### src/rtl/ptzfb_pkg.sv
// Shared types and constants for the PTZ command frame builder.
package ptzfb_pkg;

    localparam int unsigned BYTE_W   = 8;
    localparam int unsigned CMD_W    = 5;
    localparam int unsigned VALUE_W  = 16;
    localparam int unsigned DIR_W    = 3;
    localparam int unsigned FRAME_LEN = 7;
    localparam int unsigned IDX_W    = $clog2(FRAME_LEN);

    localparam logic [BYTE_W-1:0]  FRAME_SYNC   = 8'hFF;
    localparam logic [BYTE_W-1:0]  STRAY_MASK   = 8'hE1;
    localparam logic [BYTE_W-1:0]  CAM_ON_C1    = 8'h88;
    localparam logic [BYTE_W-1:0]  CAM_OFF_C1   = 8'h08;
    localparam logic [BYTE_W-1:0]  IRIS_OPEN_C1 = 8'h02;
    localparam logic [BYTE_W-1:0]  IRIS_CLOSE_C1 = 8'h04;
    localparam logic [BYTE_W-1:0]  AUTOSCAN_C1  = 8'h10;
    localparam logic [BYTE_W-1:0]  PAN_POS_CODE  = 8'h4B;
    localparam logic [BYTE_W-1:0]  TILT_POS_CODE = 8'h4D;
    localparam logic [BYTE_W-1:0]  ZOOM_POS_CODE = 8'h4F;
    localparam logic [VALUE_W-1:0] PAN_TILT_MAX = 16'd35999;
    localparam logic [VALUE_W-1:0] ZOOM_MIN     = 16'd2849;

    // command byte 2 bit masks
    localparam logic [BYTE_W-1:0] C2_RIGHT = 8'h02;
    localparam logic [BYTE_W-1:0] C2_LEFT  = 8'h04;
    localparam logic [BYTE_W-1:0] C2_UP    = 8'h08;
    localparam logic [BYTE_W-1:0] C2_DOWN  = 8'h10;
    localparam logic [BYTE_W-1:0] C2_TELE  = 8'h20;
    localparam logic [BYTE_W-1:0] C2_WIDE  = 8'h40;
    localparam logic [BYTE_W-1:0] C2_FAR   = 8'h80;
    // command byte 1 bit masks
    localparam logic [BYTE_W-1:0] C1_NEAR  = 8'h01;

    typedef enum logic [CMD_W-1:0] {
        CMD_RAW        = 5'd0,
        CMD_CAM_ON     = 5'd1,
        CMD_CAM_OFF    = 5'd2,
        CMD_MOVE       = 5'd3,
        CMD_FOCUS_FAR  = 5'd4,
        CMD_FOCUS_NEAR = 5'd5,
        CMD_FOCUS_STOP = 5'd6,
        CMD_IRIS_OPEN  = 5'd7,
        CMD_IRIS_CLOSE = 5'd8,
        CMD_ZOOM_WIDE  = 5'd9,
        CMD_ZOOM_TELE  = 5'd10,
        CMD_ZOOM_STOP  = 5'd11,
        CMD_AUTOSCAN   = 5'd12,
        CMD_EXT        = 5'd13,
        CMD_PAN_POS    = 5'd14,
        CMD_TILT_POS   = 5'd15,
        CMD_ZOOM_POS   = 5'd16
    } cmd_t;

    typedef enum logic [DIR_W-1:0] {
        DIR_STOP  = 3'd0,
        DIR_UP    = 3'd1,
        DIR_DOWN  = 3'd2,
        DIR_LEFT  = 3'd3,
        DIR_RIGHT = 3'd4
    } dir_t;

    // one registered command request
    typedef struct packed {
        logic [CMD_W-1:0]   cmd;
        logic [BYTE_W-1:0]  address;
        logic [BYTE_W-1:0]  raw_control_one;
        logic [BYTE_W-1:0]  type_code;
        logic [BYTE_W-1:0]  data_high;
        logic [VALUE_W-1:0] value;
        logic [DIR_W-1:0]   direction;
        logic               clear_first;
    } req_t;

    // the four body bytes kept between frames
    typedef struct packed {
        logic [BYTE_W-1:0] control_one;
        logic [BYTE_W-1:0] control_two;
        logic [BYTE_W-1:0] data_one;
        logic [BYTE_W-1:0] data_two;
    } body_t;

    // a complete frame minus the sync byte
    typedef struct packed {
        logic [BYTE_W-1:0] address;
        body_t             body;
        logic [BYTE_W-1:0] checksum;
    } frame_t;

endpackage

### src/rtl/ptz_command_frame_builder_top.sv
// A request goes through the input register, the pending frame slot, then the
// output serializer; its frame leaves as 7 bytes, one per cycle unless out_stall.
// New requests are taken while a frame is sent, until the input register and
// pending slot are full; a pending frame starts in the cycle after a checksum byte.
// Reset (rst_n, async low): pipeline empty, kept body bytes cleared to zero.
// Unknown command codes never wait for the pending slot and send nothing.
module ptz_command_frame_builder_top
    import ptzfb_pkg::*;
(
    input  logic                clk,
    input  logic                rst_n,
    input  logic                in_valid,
    output logic                in_stall,
    input  logic [CMD_W-1:0]    cmd,
    input  logic [BYTE_W-1:0]   address,
    input  logic [BYTE_W-1:0]   raw_control_one,
    input  logic [BYTE_W-1:0]   type_code,
    input  logic [BYTE_W-1:0]   data_high,
    input  logic [VALUE_W-1:0]  value,
    input  logic [DIR_W-1:0]    direction,
    input  logic                clear_first,
    output logic                out_valid,
    input  logic                out_stall,
    output logic [BYTE_W-1:0]   frame_byte,
    output logic                last
);

    localparam logic [IDX_W-1:0] LAST_IDX = IDX_W'(FRAME_LEN - 1);

    req_t              req_reg;
    logic              req_valid_reg;
    body_t             body_reg;
    body_t             body_next;
    frame_t            calc_frame;
    logic              calc_known;
    frame_t            pend_reg;
    logic              pend_valid_reg;
    logic [FRAME_LEN*BYTE_W-1:0] shift_reg;
    logic [IDX_W-1:0]  idx_reg;
    logic              busy_reg;
    logic              in_fire;
    logic              out_fire;
    logic              frame_done;
    logic              load;
    logic              advance;
    logic              calc_fire;

    // handshake and pipeline movement
    assign in_fire    = in_valid && !in_stall;
    assign out_fire   = busy_reg && !out_stall;
    assign frame_done = out_fire && (idx_reg == LAST_IDX);
    assign load       = pend_valid_reg && (!busy_reg || frame_done);
    assign advance    = req_valid_reg && (!pend_valid_reg || load || !calc_known);
    assign calc_fire  = advance && calc_known;
    assign in_stall   = req_valid_reg && !advance;

    ptzfb_body_calc u_calc (
        .req       (req_reg),
        .body      (body_reg),
        .body_next (body_next),
        .frame     (calc_frame),
        .known     (calc_known)
    );

    // input request register
    always_ff @(posedge clk or negedge rst_n)
    begin
        if (!rst_n)
        begin
            req_valid_reg <= 1'b0;
        end
        else if (in_fire)
        begin
            req_valid_reg <= 1'b1;
        end
        else if (advance)
        begin
            req_valid_reg <= 1'b0;
        end
    end

    always_ff @(posedge clk)
    begin
        if (in_fire)
        begin
            req_reg <= '{cmd, address, raw_control_one, type_code, data_high,
                         value, direction, clear_first};
        end
    end

    // kept body bytes
    always_ff @(posedge clk or negedge rst_n)
    begin
        if (!rst_n)
        begin
            body_reg <= '0;
        end
        else if (calc_fire)
        begin
            body_reg <= body_next;
        end
    end

    // pending frame slot
    always_ff @(posedge clk or negedge rst_n)
    begin
        if (!rst_n)
        begin
            pend_valid_reg <= 1'b0;
        end
        else if (calc_fire)
        begin
            pend_valid_reg <= 1'b1;
        end
        else if (load)
        begin
            pend_valid_reg <= 1'b0;
        end
    end

    always_ff @(posedge clk)
    begin
        if (calc_fire)
        begin
            pend_reg <= calc_frame;
        end
    end

    // output serializer, sync byte first
    always_ff @(posedge clk or negedge rst_n)
    begin
        if (!rst_n)
        begin
            busy_reg <= 1'b0;
            idx_reg  <= '0;
        end
        else if (load)
        begin
            busy_reg <= 1'b1;
            idx_reg  <= '0;
        end
        else if (frame_done)
        begin
            busy_reg <= 1'b0;
            idx_reg  <= '0;
        end
        else if (out_fire)
        begin
            idx_reg <= idx_reg + 1'b1;
        end
    end

    always_ff @(posedge clk)
    begin
        if (load)
        begin
            shift_reg <= {FRAME_SYNC, pend_reg};
        end
        else if (out_fire)
        begin
            shift_reg <= {shift_reg[(FRAME_LEN-1)*BYTE_W-1:0], {BYTE_W{1'b0}}};
        end
    end

    assign out_valid  = busy_reg;
    assign frame_byte = shift_reg[FRAME_LEN*BYTE_W-1 -: BYTE_W];
    assign last       = busy_reg && (idx_reg == LAST_IDX);

`ifndef ASSERT_OFF
    // every frame opens with the sync byte
    assert property (@(posedge clk) disable iff (!rst_n)
        busy_reg && (idx_reg == '0) |-> frame_byte == FRAME_SYNC)
        else $error("frame does not start with sync byte");

    // bytes of one frame follow without gaps
    assert property (@(posedge clk) disable iff (!rst_n)
        out_fire && !last |=> out_valid)
        else $error("gap inside a frame");

    // kept body only changes when a known command is processed
    assert property (@(posedge clk) disable iff (!rst_n)
        !calc_fire |=> $stable(body_reg))
        else $error("body changed without a command");

    // a pending frame is never overwritten before it is loaded
    assert property (@(posedge clk) disable iff (!rst_n)
        pend_valid_reg && !load |-> !calc_fire)
        else $error("pending frame overwritten");
`endif

endmodule

### src/rtl/ptzfb_body_calc.sv
// Next body bytes and checksum for one command request.
module ptzfb_body_calc
    import ptzfb_pkg::*;
(
    input  req_t   req,
    input  body_t  body,
    output body_t  body_next,
    output frame_t frame,
    output logic   known
);

    // clear command byte 2 when it holds stray or conflicting bits
    function automatic logic [BYTE_W-1:0] sanitize(input logic [BYTE_W-1:0] c2);
        logic lr;
        logic ud;
        lr = (c2 & (C2_LEFT | C2_RIGHT)) == (C2_LEFT | C2_RIGHT);
        ud = (c2 & (C2_UP | C2_DOWN)) == (C2_UP | C2_DOWN);
        return (((c2 & STRAY_MASK) != '0) || lr || ud) ? '0 : c2;
    endfunction

    logic [BYTE_W-1:0]  spd;
    logic [VALUE_W-1:0] pt_pos;
    logic [VALUE_W-1:0] zoom_pos;
    logic [BYTE_W-1:0]  c2_san;
    body_t              mv;

    assign spd      = req.value[BYTE_W-1:0];
    assign pt_pos   = (req.value > PAN_TILT_MAX) ? PAN_TILT_MAX : req.value;
    assign zoom_pos = (req.value < ZOOM_MIN) ? ZOOM_MIN : req.value;
    assign c2_san   = sanitize(body.control_two);

    // move: clear command byte 1, optional clear, sanitize, then the direction
    always_comb
    begin
        mv             = body;
        mv.control_one = '0;
        if (req.clear_first)
        begin
            mv.control_two = '0;
            mv.data_one    = '0;
            mv.data_two    = '0;
        end
        mv.control_two = sanitize(mv.control_two);
        case (req.direction)
            DIR_STOP:
            begin
                mv.control_two = '0;
                mv.data_one    = '0;
                mv.data_two    = '0;
            end
            DIR_UP:
            begin
                mv.control_two = (mv.control_two | C2_UP) & ~C2_DOWN;
                mv.data_two    = spd;
            end
            DIR_DOWN:
            begin
                mv.control_two = (mv.control_two | C2_DOWN) & ~C2_UP;
                mv.data_two    = spd;
            end
            DIR_LEFT:
            begin
                mv.control_two = (mv.control_two | C2_LEFT) & ~C2_RIGHT;
                mv.data_one    = spd;
            end
            DIR_RIGHT:
            begin
                mv.control_two = (mv.control_two | C2_RIGHT) & ~C2_LEFT;
                mv.data_one    = spd;
            end
            default:
            begin
                // out-of-range direction: clearing and sanitizing only
            end
        endcase
    end

    // per-command body update
    always_comb
    begin
        body_next = body;
        known     = 1'b1;
        unique case (req.cmd)
            CMD_RAW:     body_next = '{req.raw_control_one, req.type_code, req.data_high, spd};
            CMD_CAM_ON:  body_next = '{CAM_ON_C1, 8'h00, 8'h00, 8'h00};
            CMD_CAM_OFF: body_next = '{CAM_OFF_C1, 8'h00, 8'h00, 8'h00};
            CMD_MOVE:    body_next = mv;
            CMD_FOCUS_FAR:
            begin
                body_next.control_one = body.control_one & ~C1_NEAR;
                body_next.control_two = c2_san | C2_FAR;
            end
            CMD_FOCUS_NEAR:
            begin
                body_next.control_one = body.control_one | C1_NEAR;
                body_next.control_two = c2_san & ~C2_FAR;
            end
            CMD_FOCUS_STOP:
            begin
                body_next.control_one = body.control_one & ~C1_NEAR;
                body_next.control_two = body.control_two & ~C2_FAR;
            end
            CMD_IRIS_OPEN:  body_next.control_one = IRIS_OPEN_C1;
            CMD_IRIS_CLOSE: body_next.control_one = IRIS_CLOSE_C1;
            CMD_ZOOM_WIDE:  body_next.control_two = (c2_san | C2_WIDE) & ~C2_TELE;
            CMD_ZOOM_TELE:  body_next.control_two = (c2_san | C2_TELE) & ~C2_WIDE;
            CMD_ZOOM_STOP:  body_next.control_two = body.control_two & ~(C2_WIDE | C2_TELE);
            CMD_AUTOSCAN:
            begin
                body_next.control_one = AUTOSCAN_C1;
                body_next.control_two = '0;
            end
            CMD_EXT:      body_next = '{8'h00, req.type_code, req.data_high, spd};
            CMD_PAN_POS:  body_next = '{8'h00, PAN_POS_CODE, pt_pos[15:8], pt_pos[7:0]};
            CMD_TILT_POS: body_next = '{8'h00, TILT_POS_CODE, pt_pos[15:8], pt_pos[7:0]};
            CMD_ZOOM_POS: body_next = '{8'h00, ZOOM_POS_CODE, zoom_pos[15:8], zoom_pos[7:0]};
            default:      known = 1'b0;
        endcase
    end

    // frame contents, checksum wraps modulo 256
    always_comb
    begin
        frame.address  = req.address;
        frame.body     = body_next;
        frame.checksum = req.address + body_next.control_one + body_next.control_two
                       + body_next.data_one + body_next.data_two;
    end

endmodule

### config.mk
export PLATFORM = sky130hd
export DESIGN_NAME = ptz_command_frame_builder_top
export DESIGN_NICKNAME = d
export VERILOG_FILES = /design/src/rtl/ptzfb_pkg.sv /design/src/rtl/ptz_command_frame_builder_top.sv /design/src/rtl/ptzfb_body_calc.sv
export SDC_FILE = /design/constraint.sdc
export NUM_CORES = 1
export LEC_CHECK = 0
export ABC_CLOCK_PERIOD_IN_PS = 6000
export BUFFER_PORTS_ARGS = -buffer_cell sky130_fd_sc_hd__buf_2
export CORE_MARGIN = 3
export CORE_UTILIZATION = 35
export DETAILED_ROUTE_END_ITERATION = 12
export PLACE_DENSITY = 0.5
export SLEW_MARGIN = 25
export SYNTH_ARGS = -nofsm -noshare
export SYNTH_HDL_FRONTEND = slang
export SYNTH_SLANG_ARGS = --single-unit
### constraint.sdc
create_clock -name clk -period 6 [get_ports clk]
set_input_delay 1.2 -clock clk [delete_from_list [all_inputs] [get_ports clk]]
set_output_delay 1.2 -clock clk [all_outputs]
set_load 0.02 [all_outputs]
==> results by group, run 1 <==
Global route
  • GR peak layer: met2
  • Remaining Overflow, GRT: 0
  • Fraction of met3 tracks used by global routing: 2.94%
  • Aggregate global-route resource usage: 16.5%
  • Global-route wire length before repair: 36500 um
  • Antenna violations before repair: 0
  • Met2 GRT Util: 26.8%
  • Maximum number of pins on one net before global-route repair: 58
  • Routing usage on met1: 22.8%
  • Via count of the first global-routing pass: 6250

Timing
  • Pins Over Slew Limit: 0
  • Unrepaired setup endpoints after global routing: false
  • Setup TNS Final: 0 ns
  • Total setup violations reported at the end of the flow: 0
  • Worst Max-Slew Pin Slew: 0.908 ns
  • Final Hold Violating Endpoints: 0
  • Period utilization: 95.4%
  • Minimum clock period: 5.73 ns
  • Tightest slew margin relative to the limit: 39.5%
  • Fmax: 0.175 GHz
  • Final worst clock skew: 0.0155 ns

Cells and area
  • Final Util: 41.2%
  • Design Area, Final: 0.0108 sq mm
  • Proportion of layout cells with a drive suffix above 1: 16.7%
  • Diodes inserted: 0
  • Area delta synth->final: 14.9%
  • Flip-flop count of the largest register, all copies and words added: 57
  • Final layout net count: 1011
  • # fillers: 2485

Setup path
  • Depth of the critical timing path with buffers and inverters included: 19
  • CP dominant cell by count: fa_1
  • Termination of the worst setup path: pend_reg[7]$_DFFE_PP_
  • Worst path required time: 6.18 ns
  • Critical R2R Capture: pend_reg[7]$_DFFE_PP_
  • Register-to-register setup slack: 0.27 ns
  • Worst Setup Start Kind: register
  • CP max stage delay: 0.54 ns
  • Startpoint of the most critical setup path: req_reg[6]$_DFFE_PP_
  • Critical register-to-register path startpoint: req_reg[6]$_DFFE_PP_
  • Maximum net fanout on the critical path: 8
  • Kind of critical path: register to register
  • Length in cells of the worst reg-to-reg path: 19
  • Cells along the critical path: or4_1 -> nor4_1 -> o311a_1 -> buf_4 -> o21ai_0 -> a221oi_1 -> nor2_1 -> fa_1 -> fa_1 -> inv_1 -> fa_1 -> inv_1 -> fa_1 -> a21o_1 -> a21oi_1 -> o21ai_0 -> xnor2_1 -> xnor3_1 -> xnor3_1
  • Endpoint arrival time on the critical path: 5.91 ns
  • Number of buffers and inverters on the critical path: 3
  • Crit end category: register
  • Slowest library cell on the worst path: or4_1
  • Kind of cell adding the most delay to the critical path: adder cells

Placement
  • Port buffer count: 71
  • Cell area after placement: 0.0102 sq mm
  • Weighted congestion at the end of routability-driven global placement: 0.848
  • Total half-perimeter wirelength after legalization and detailed placement: 17300 um

Drt
  • Antenna-violating nets left: 0
  • First-pass iteration count of the detailed router: 5
  • Via count: 6364
  • Routed wirelength normalized by instance count: 18.3 um
  • Detailed-route vias per instance: 5.02
  • DRC: 0
  • Drt first-iter violations: 418
  • Final routed wirelength across all metal layers: 23100 um

Logic synthesis
  • Synthesized Nets: 931
  • Synthesized-area fraction occupied by ao, oa, aoi and oai cells: 11.8%
  • Synth Cell Area: 0.00939 sq mm
  • Proportion of synthesized area in mux cells: 0.693%
  • Xor/xnor cell area share of the yosys netlist: 1.41%
  • Area contributors post-synth: edfxtp_1 49%, dfrtp_1 10%, nand2_1 7.5%
  • Adder-Cell Fraction of Synth Area: 5.92%
  • Unique cell type count in the Yosys netlist: 68
  • Yosys warns: 0
  • Share of flip-flops with an asynchronous set or reset after synthesis: 19.1%
  • Yosys top cell by area: edfxtp_1
  • Largest family of logic cells by synthesized area: simple AND/OR/NAND/NOR gates
  • Cell count after synthesis: 840
  • Share of synthesized area occupied by flip-flops and latches: 60.8%
  • Number of enable flip-flop cells after synthesis: 153
  • Post-Synthesis Mean Instance Area: 11.2 sq um
  • Leading register cell type out of synthesis: edfxtp_1
  • Fraction of post-synthesis cell area in the top cell type by area: 48.9%
  • Post-synthesis share of cell area spent on and, or, nand and nor gates: 15.0%
  • Number of flip-flops and latches in the synthesized netlist: 199

Die
  • Overall die width: 170 um
  • Die area: 0.0288 sq mm
  • Standard-cell rows: 59
  • Core Box Area: 0.0262 sq mm
  • IO Pins: 72
  • Initial cell density of the core: 35.8%
  • Floorplan die height: 170 um

Clocking
  • TritonCTS clock tree: built
  • Number of CTS-inserted buffers: 17
  • CTS Root Cell: clkbuf_16
  • Clk sinks: 199
  • Count of instances resized after the clock tree is built: 0
  • CTS HTree Levels: 4
  • Quantity of hold-fixing buffers added after cts: 0
  • Number of buffers between clock root and the deepest sink: 2
  • Clock network latency to the later pin of the worst-skew pair: 0.44 ns
  • Clock transition at the registers of the reported paths: 0.08 ns

Power
  • Net Sw Power: 1.90 mW
  • Static Leakage: 4.40 nW
  • Power per cell area: 497 mW/mm^2
  • Switching portion of total power: 35.4%
  • Peak supply drop: 324 uV
  • Sequential power share: 38.6%
  • Share of total power in the clock network: 21.1%
  • Pint: 3.46 mW
  • Combinational Power Share: 40.2%
  • Pwr Total: 5.36 mW

Run
  • MaxCap Viol Count: 0

Status
  • Run status: complete, no violations

Min path
  • Worst hold path class: register to register
==> final cells by class <==
cell class / instances / area [sq um] / share of cell area (%)
inverters: 55 / 206 / 1.91
flip-flops and latches: 199 / 5710 / 52.9
clock inverters: 13 / 140 / 1.30
repair buffers: 105 / 611 / 5.66
multi-input cells: 542 / 3270 / 30.3
clock buffers: 19 / 433 / 4.01
well taps: 335 / 419 / 3.89
==> placed cells by master (no fill, tap or decap), types with 4 or more instances in the layout <==
| cell type | count |
|---|---|
| and3_1 | 8 |
| nand2_1 | 188 |
| mux2_2 | 4 |
| nor3_1 | 16 |
| a22oi_1 | 8 |
| a211oi_1 | 7 |
| a32oi_1 | 4 |
| a21o_1 | 6 |
| o211ai_1 | 4 |
| dfrtp_1 | 38 |
| a222oi_1 | 4 |
| fa_1 | 20 |
| ha_1 | 10 |
| nand2b_1 | 8 |
| clkbuf_16 | 17 |
| o21ai_0 | 38 |
| xnor2_1 | 9 |
| a21oi_1 | 38 |
| dfxtp_1 | 8 |
| edfxtp_1 | 153 |
| nor2_1 | 60 |
| nor4_1 | 4 |
| inv_8 | 4 |
| a31oi_1 | 15 |
| or2_2 | 4 |
| buf_2 | 71 |
| o22ai_1 | 5 |
| inv_1 | 53 |
| nor2b_1 | 8 |
| buf_4 | 34 |
| nand3_1 | 14 |
==> power groups by stage <==
stage               Clock (mW)  Combinational, mW  Sequential, mW
detailed placement           0               2.20            2.10
global route              1.22               2.50            2.10
finish                    1.13               2.16            2.07
global placement             0               2.16            2.10
CTS                       1.16               2.20            2.07
floorplan                    0               1.70            2.05
==> cell usage after synthesis, types with 10 or more instances <==
library cell,instances
nand2_1,188
edfxtp_1,153
nor2_1,60
inv_1,55
a21oi_1,38
dfrtp_1,38
o21ai_0,38
clkbuf_1,23
fa_1,20
nor3_1,16
a31oi_1,15
nand3_1,14
ha_1,10
==> stage by stage <==
| stage | hold WS, ns | setup WS [ns] | std cells |
|---|---|---|---|
| final | 0.458 | 0.275 | 1268 |
| after floorplan | 0.426 | 0.614 | 840 |
| after detailed placement | 0.446 | 0.243 | 1235 |
| after global routing | 0.491 | 0.0309 | 1268 |
| after CTS | 0.464 | 0.229 | 1267 |
| after global placement | 0.438 | 0.299 | 1235 |
==> repair_timing <==
action / in CTS / in global routing
endpoints found under the setup margin: 0 / 1
buffers inserted: 0 / 1
hold endpoints to repair: 0 / 0
==> logic make-up (layout without fill, tap and decap cells) <==
| family | count (synthesis) | count (layout) |
|---|---|---|
| AOI/OAI and AO/OA | 165 | 165 |
| xor gates and xnor gates | 12 | 12 |
| adders and majority gates | 33 | 33 |
| buffers and inverters | 99 | 192 |
| DFF | 199 | 199 |
| muxes | 6 | 6 |
| and+or+nand+nor | 326 | 326 |
==> worst min-delay path by stage <==
stage / start / endpoint / depth (start not counted)
floorplan: req_reg[44]$_DFFE_PP_ / pend_reg[40]$_DFFE_PP_ / 0
global placement: shift_reg[42]$_DFFE_PP_ / shift_reg[50]$_SDFFE_PP1P_ / 2
detailed placement: shift_reg[42]$_DFFE_PP_ / shift_reg[50]$_SDFFE_PP1P_ / 2
CTS: shift_reg[42]$_DFFE_PP_ / shift_reg[50]$_SDFFE_PP1P_ / 2
global route: req_reg[44]$_DFFE_PP_ / pend_reg[40]$_DFFE_PP_ / 0
finish: shift_reg[43]$_DFFE_PP_ / shift_reg[51]$_SDFFE_PP1P_ / 2
==> per-layer routing <==
metal	wire, um	part of all wire (%)
met3	781	3.4
met5	0	0
met2	11000	48
met1	10800	47
met4	523	2.3
==> tightest hold or removal path, stage by stage, from the launching register on <==
cell,delay (ns)
edfxtp_1,0.32
nand2_1,0.04
nand3_1,0.06
(Power assumes the default switching activity.)
==> inputs of run 2 (changes only) <==
CORE_ASPECT_RATIO = 1.2   (was not set)
==> results by group, run 2 (synthesis gave the netlist of run 1 again) <==
Clocking
  • Clk sinks: 199
  • Clock transition at the registers of the reported paths: 0.09 ns
  • CTS Root Cell: clkbuf_16
  • Clock network latency to the later pin of the worst-skew pair: 0.45 ns
  • CTS HTree Levels: 4
  • Number of CTS-inserted buffers: 17
  • Number of buffers between clock root and the deepest sink: 2
  • TritonCTS clock tree: built

Global route
  • Via count of the first global-routing pass: 6628
  • Maximum number of pins on one net before global-route repair: 58
  • Remaining Overflow, GRT: 0
  • Global-route wire length before repair: 37100 um
  • Aggregate global-route resource usage: 16.8%
  • Antenna violations before repair: 0

Die
  • Initial cell density of the core: 35.6%
  • Overall die width: 156 um
  • Die area: 0.0288 sq mm
  • Standard-cell rows: 65
  • Floorplan die height: 185 um
  • IO Pins: 72
  • Core Box Area: 0.0264 sq mm

Timing
  • Fmax: 0.174 GHz
  • Minimum clock period: 5.74 ns
  • Worst Max-Slew Pin Slew: 0.823 ns
  • Total setup violations reported at the end of the flow: 0
  • Period utilization: 95.7%
  • Pins Over Slew Limit: 0
  • Final worst clock skew: 0.0126 ns
  • Tightest slew margin relative to the limit: 45.0%
  • Final critical-path setup slack: 0.257 ns
  • WHS: 0.461 ns
  • Final Hold Violating Endpoints: 0

Min path
  • End point of the worst hold path: shift_reg[49]$_SDFFE_PP1P_
  • Number of cells traversed by the worst hold path: 2
  • Worst hold path class: register to register
  • Hold_sp: shift_reg[41]$_DFFE_PP_

Setup path
  • CP max stage delay: 0.53 ns
  • Cells along the critical path: or4_1 -> nor4_1 -> o311a_1 -> a21oi_1 -> o221a_2 -> or2_2 -> fa_1 -> fa_1 -> fa_1 -> inv_1 -> ha_1 -> fa_1 -> a21o_1 -> a21oi_1 -> o21ai_0 -> xnor2_1 -> xnor3_1 -> xnor3_1
  • Length in cells of the worst reg-to-reg path: 18
  • Critical R2R Capture: pend_reg[7]$_DFFE_PP_
  • Kind of critical path: register to register
  • Worst Setup Start Kind: register
  • Worst path required time: 6.20 ns
  • Maximum net fanout on the critical path: 7
  • CP dominant cell by count: fa_1
  • Register-to-register setup slack: 0.26 ns
  • Endpoint arrival time on the critical path: 5.95 ns
  • Critical register-to-register path startpoint: req_reg[6]$_DFFE_PP_
  • Crit end category: register
  • Slowest library cell on the worst path: or4_1

Drt
  • Final routed wirelength across all metal layers: 23200 um
  • Highest Signal Layer: met4
  • Via count: 6400
  • First-pass iteration count of the detailed router: 5
  • Detailed-route vias per instance: 5.02
  • DRT met1 WL: 10000 um
  • Drt first-iter violations: 382
  • Met2 WL: 11600 um
  • Routed wirelength normalized by instance count: 18.2 um
  • DRC: 0
  • Wire length on met3: 840 um
  • Antenna-violating nets left: 0

Power
  • Static Leakage: 4.47 nW
  • Pint: 3.46 mW
  • Peak supply drop: 231 uV
  • Sequential power share: 37.9%
  • Net Sw Power: 2.00 mW
  • Pwr Total: 5.46 mW
  • Share of total power in the clock network: 21.6%
  • Combinational Power Share: 40.4%
  • Power per cell area: 500 mW/mm^2
  • Switching portion of total power: 36.6%

Cells and area
  • Proportion of layout cells with a drive suffix above 1: 18.2%
  • Flip-flop count of the largest register, all copies and words added: 57
  • Final layout net count: 1019
  • Diodes inserted: 0
  • Final Util: 41.4%
  • Most frequent cells in the layout: 188 x nand2_1, 153 x edfxtp_1, 70 x buf_2, 59 x nor2_1, 53 x inv_1
  • Most common library cell in the layout ignoring fill and taps: nand2_1
  • Area delta synth->final: 16.3%

Placement
  • Placement-stage worst setup slack: 0.232 ns
  • Port buffer count: 71
  • Weighted congestion at the end of routability-driven global placement: 0.896
  • Total half-perimeter wirelength after legalization and detailed placement: 17100 um

Status
  • Run status: complete, no violations

Run
  • MaxCap Viol Count: 0
==> run 2: changes by cell type in the layout (fill, tap and decap cells not counted), moves of 2 or more <==
cell / delta
clkinv_8: +5
clkbuf_1: -2
buf_4: +9
clkinv_1: -2
inv_12: +2
==> run 2: per-layer routing <==
layer / vias up / track usage [%]
met5: - / 0
met4: 0 / 6.16
met3: 42 / 3.08
met2: 179 / 28.8
met1: 3044 / 21.4
li1: 3135 / -
==> run 2: repair_timing <==
action | in CTS | in global routing
endpoints found under the hold margin | 0 | 0
endpoints found under the setup margin | 0 | 1
gates resized for setup | 0 | 5
hold buffers | 0 | 0
setup buffers | 0 | 2
==> run 2: power groups by stage <==
| stage | Sequential [mW] | Combinational (mW) | Clock [mW] |
|---|---|---|---|
| final | 2.07 | 2.21 | 1.18 |
| after floorplan | 2.05 | 1.70 | 0 |
| after CTS | 2.07 | 2.24 | 1.22 |
| after detailed placement | 2.10 | 2.24 | 0 |
| after global placement | 2.10 | 2.19 | 0 |
| after global routing | 2.10 | 2.55 | 1.28 |
==> run 2: critical path: cells and delay by family (launching register included) <==
kind / cells / cell delay, ns
AO/OA/AOI/OAI: 6 / 1.30
buffers and inverters: 1 / 0.04
flip-flops: 1 / 0.43
AND/OR/NAND/NOR: 3 / 1.04
adder cells (fa/ha/maj): 5 / 2.04
XOR/XNOR: 3 / 0.65
==> run 2: cell type report <==
class	instances	area, sq um
clock buffers	17	425
clock inverters	15	198
fillers	2629	15400
inverters	55	206
multi-input cells	542	3290
flip-flops and latches	199	5710
well taps	335	419
repair buffers	113	673
==> run 2: how the worst max path moves through the flow <==
stage | endpoint | slack [ns] | start | cells after the start
global placement | pend_reg[7]$_DFFE_PP_ | 0.31 | req_reg[55]$_DFFE_PP_ | 17
global route | pend_reg[7]$_DFFE_PP_ | -0.003 | req_reg[6]$_DFFE_PP_ | 18
floorplan | pend_reg[7]$_DFFE_PP_ | 0.61 | req_reg[55]$_DFFE_PP_ | 21
CTS | pend_reg[7]$_DFFE_PP_ | 0.21 | req_reg[4]$_DFFE_PP_ | 18
finish | pend_reg[7]$_DFFE_PP_ | 0.26 | req_reg[6]$_DFFE_PP_ | 18
detailed placement | pend_reg[7]$_DFFE_PP_ | 0.23 | req_reg[54]$_DFFE_PP_ | 18
==> run 2: through the flow <==
stage               TNS (ns)  instance area, sq um  std cells
global route        -0.00257                 10900       1276
finish                     0                 10900       1276
global placement           0                 10300       1242
floorplan                  0                  9390        840
CTS                        0                 10900       1274
detailed placement         0                 10300       1242
==> inputs of run 3 (changes only) <==
--- a/config.mk
+++ b/config.mk
@@ -7,2 +7,3 @@
 export LEC_CHECK = 0
+export ABC_AREA = 1
 export ABC_CLOCK_PERIOD_IN_PS = 6000
@@ -13,3 +14,3 @@
 export DETAILED_ROUTE_END_ITERATION = 12
-export PLACE_DENSITY = 0.5
+export PLACE_DENSITY_LB_ADDON = 0.3
 export SLEW_MARGIN = 25
==> constraint.sdc (replaced) <==
create_clock -name clk -period 6 [get_ports clk]
set_input_delay 0.3 -clock clk [delete_from_list [all_inputs] [get_ports clk]]
set_output_delay 0.3 -clock clk [all_outputs]
set_load 0.02 [all_outputs]
==> results by group, run 3 <==
Logic synthesis
  • Synthesized Nets: 1031
  • Area contributors post-synth: edfxtp_1 48%, nand2_1 11%, dfrtp_1 9.9%
  • Most frequent cells after synthesis: 289 x nand2_1, 153 x edfxtp_1, 118 x inv_1
  • Fraction of post-synthesis cell area in the top cell type by area: 48.0%
  • Number of flip-flops and latches in the synthesized netlist: 199
  • Unique cell type count in the Yosys netlist: 52
  • Share of synthesized area occupied by flip-flops and latches: 59.6%
  • Yosys top cell by area: edfxtp_1
  • Post-Synthesis Mean Instance Area: 10.2 sq um
  • Cell with the most instances after synthesis: nand2_1
  • Synth Cell Area: 0.00958 sq mm
  • Share of flip-flops with an asynchronous set or reset after synthesis: 19.1%
  • Leading register cell type out of synthesis: edfxtp_1
  • Number of enable flip-flop cells after synthesis: 153
  • Yosys warns: 0
  • Cell count after synthesis: 940

Run
  • MaxCap Viol Count: 0

Power
  • Net Sw Power: 2.14 mW
  • Pwr Total: 5.53 mW
  • Share of total power in the clock network: 21.1%
  • Combinational Power Share: 41.3%
  • Pint: 3.39 mW
  • Peak supply drop: 348 uV
  • Static Leakage: 4.81 nW
  • Sequential power share: 37.6%
  • Power per cell area: 506 mW/mm^2
  • Switching portion of total power: 38.7%

Placement
  • Total half-perimeter wirelength after legalization and detailed placement: 15200 um
  • Port buffer count: 71
  • Cell area after placement: 0.0103 sq mm
  • Weighted congestion at the end of routability-driven global placement: 0.908

Clocking
  • CTS Root Cell: clkbuf_16
  • TritonCTS clock tree: built
  • Clock transition at the registers of the reported paths: 0.08 ns
  • Clk sinks: 199
  • Number of CTS-inserted buffers: 17
  • Number of buffers between clock root and the deepest sink: 2
  • CTS HTree Levels: 4
  • Buffers inserted by post-CTS timing repair: 0
  • Clock network latency to the later pin of the worst-skew pair: 0.44 ns

Cells and area
  • Diodes inserted: 0
  • Final layout net count: 1102
  • Flip-flop count of the largest register, all copies and words added: 57
  • # fillers: 2542
  • Design Area, Final: 0.0109 sq mm
  • Most frequent cells in the layout: 289 x nand2_1, 153 x edfxtp_1, 118 x inv_1, 71 x buf_2, 47 x o21ai_0
  • Area delta synth->final: 14.1%
  • Most common library cell in the layout ignoring fill and taps: nand2_1
  • Proportion of layout cells with a drive suffix above 1: 17.3%

Die
  • Standard-cell rows: 65
  • Floorplan die height: 187 um
  • IO Pins: 72
  • Overall die width: 157 um
  • Die area: 0.0294 sq mm
  • Initial cell density of the core: 36.0%
  • Core Box Area: 0.0266 sq mm

Setup path
  • Kind of critical path: register to register
  • Maximum net fanout on the critical path: 12
  • CP max stage delay: 0.51 ns
  • Slowest library cell on the worst path: fa_1
  • Crit end category: register
  • Register-to-register setup slack: 0.44 ns
  • Worst path required time: 6.21 ns
  • Endpoint arrival time on the critical path: 5.76 ns
  • Length in cells of the worst reg-to-reg path: 28
  • Critical R2R Capture: pend_reg[7]$_DFFE_PP_
  • Critical register-to-register path startpoint: req_reg[56]$_DFFE_PP_
  • Worst Setup Start Kind: register

Drt
  • Final routed wirelength across all metal layers: 20700 um
  • Detailed-route vias per instance: 4.69
  • DRC: 0
  • Routed wirelength normalized by instance count: 15.2 um
  • Antenna-violating nets left: 0
  • First-pass iteration count of the detailed router: 4
  • Drt first-iter violations: 451
  • Via count: 6377

Min path
  • Worst hold path class: primary input to register
  • Hold_sp: value[7]
  • End point of the worst hold path: req_reg[11]$_DFFE_PP_
  • Number of cells traversed by the worst hold path: 1

Timing
  • Minimum clock period: 5.56 ns
  • Setup TNS Final: 0 ns
  • Tightest slew margin relative to the limit: 36.0%
  • Period utilization: 92.6%
  • Final worst clock skew: 0.0162 ns
  • Unrepaired setup endpoints after global routing: false
  • Fmax: 0.180 GHz
  • Worst Max-Slew Pin Slew: 0.961 ns
  • Pins Over Slew Limit: 0
  • Final Hold Violating Endpoints: 0
  • Total setup violations reported at the end of the flow: 0

Global route
  • Maximum number of pins on one net before global-route repair: 82
  • Global-route wire length before repair: 34000 um
  • Aggregate global-route resource usage: 14.7%
  • Remaining Overflow, GRT: 0
  • Via count of the first global-routing pass: 6424
  • Antenna violations before repair: 0

Status
  • Run status: complete, no violations
run 3: cell types whose count changed after synthesis, sizes merged, moves of 9 or more:
| cell | before | now |
|---|---|---|
| inv | 55 | 131 |
| a21oi | 39 | 23 |
| a31oi | 15 | 2 |
| o21ai | 38 | 59 |
| nor2b | 9 | 0 |
| clkbuf | 24 | 13 |
| nand3 | 14 | 45 |
| nand2 | 188 | 307 |
| nor3 | 17 | 6 |
run 3: what timing repair did:
item                                    4_1_cts  5_1_grt
gates resized for setup                       0        1
hold buffers                                  0        1
endpoints found under the hold margin         0       10
endpoints found under the setup margin        0        1
run 3: final cells by class:
cell class	instances	area (sq um)	share of cell area [%]
clock buffers	18	429	3.93
clock inverters	14	186	1.71
inverters	131	492	4.50
multi-input cells	577	3230	29.5
flip-flops and latches	199	5710	52.2
well taps	335	419	3.83
repair buffers	85	475	4.35
run 3: per-layer routing:
metal | part of all wire, % | vias to the layer above | track usage (%) | wire length [um]
li1 | - | 3228 | - | -
met1 | 45 | 3020 | 19.4 | 9240
met2 | 51 | 110 | 25.1 | 10500
met3 | 3.1 | 19 | 2.57 | 643
met4 | 1.3 | 0 | 3.57 | 266
met5 | 0 | - | 0 | 0
run 3: power by group through the flow:
stage | clock [mW] | sequential (mW) | combinational, mW
after floorplan | 0 | 2.06 | 1.74
after global placement | 0 | 2.10 | 2.27
after detailed placement | 0 | 2.10 | 2.32
after CTS | 1.20 | 2.08 | 2.33
after global routing | 1.26 | 2.11 | 2.66
final | 1.17 | 2.08 | 2.28
run 3: cells by family after synthesis:
kind of cell,count (synthesis),share of synthesized area [%]
AO/OA/AOI/OAI,114,7.58
buffers and inverters,164,7.08
AND/OR/NAND/NOR,426,19.6
flip-flops,199,59.6
XOR/XNOR,7,0.640
adder cells (fa/ha/maj),30,5.49
run 3: critical path: cells and delay by family, from the launching register on:
kind	cells	cell delay [ns]
adders and majority gates	4	1.97
buffers and inverters	9	0.92
AOI/OAI and AO/OA	6	0.98
DFF	1	0.50
and+or+nand+nor	9	0.93
run 3: worst max path at each step:
| stage | cells after the start | slack (ns) | end | from |
|---|---|---|---|---|
| finish | 28 | 0.44 | pend_reg[7]$_DFFE_PP_ | req_reg[56]$_DFFE_PP_ |
| global route | 28 | 0.02 | pend_reg[7]$_DFFE_PP_ | req_reg[56]$_DFFE_PP_ |
| detailed placement | 28 | 0.39 | pend_reg[7]$_DFFE_PP_ | req_reg[56]$_DFFE_PP_ |
| floorplan | 28 | 0.97 | pend_reg[7]$_DFFE_PP_ | req_reg[55]$_DFFE_PP_ |
| CTS | 28 | 0.37 | pend_reg[7]$_DFFE_PP_ | req_reg[56]$_DFFE_PP_ |
| global placement | 28 | 0.52 | pend_reg[7]$_DFFE_PP_ | req_reg[56]$_DFFE_PP_ |
run 3: metrics by stage:
step | hold slack (ns) | std cells | utilization, % | worst slack (ns)
after CTS | 0.0165 | 1357 | 41.0 | 0.367
after detailed placement | 0.449 | 1325 | 38.7 | 0.388
final | 0.0338 | 1359 | 41.1 | 0.445
after global routing | 0.0105 | 1359 | 41.1 | 0.0184
after floorplan | 0.00441 | 940 | - | 0.968
after global placement | 0.440 | 1325 | 38.7 | 0.524
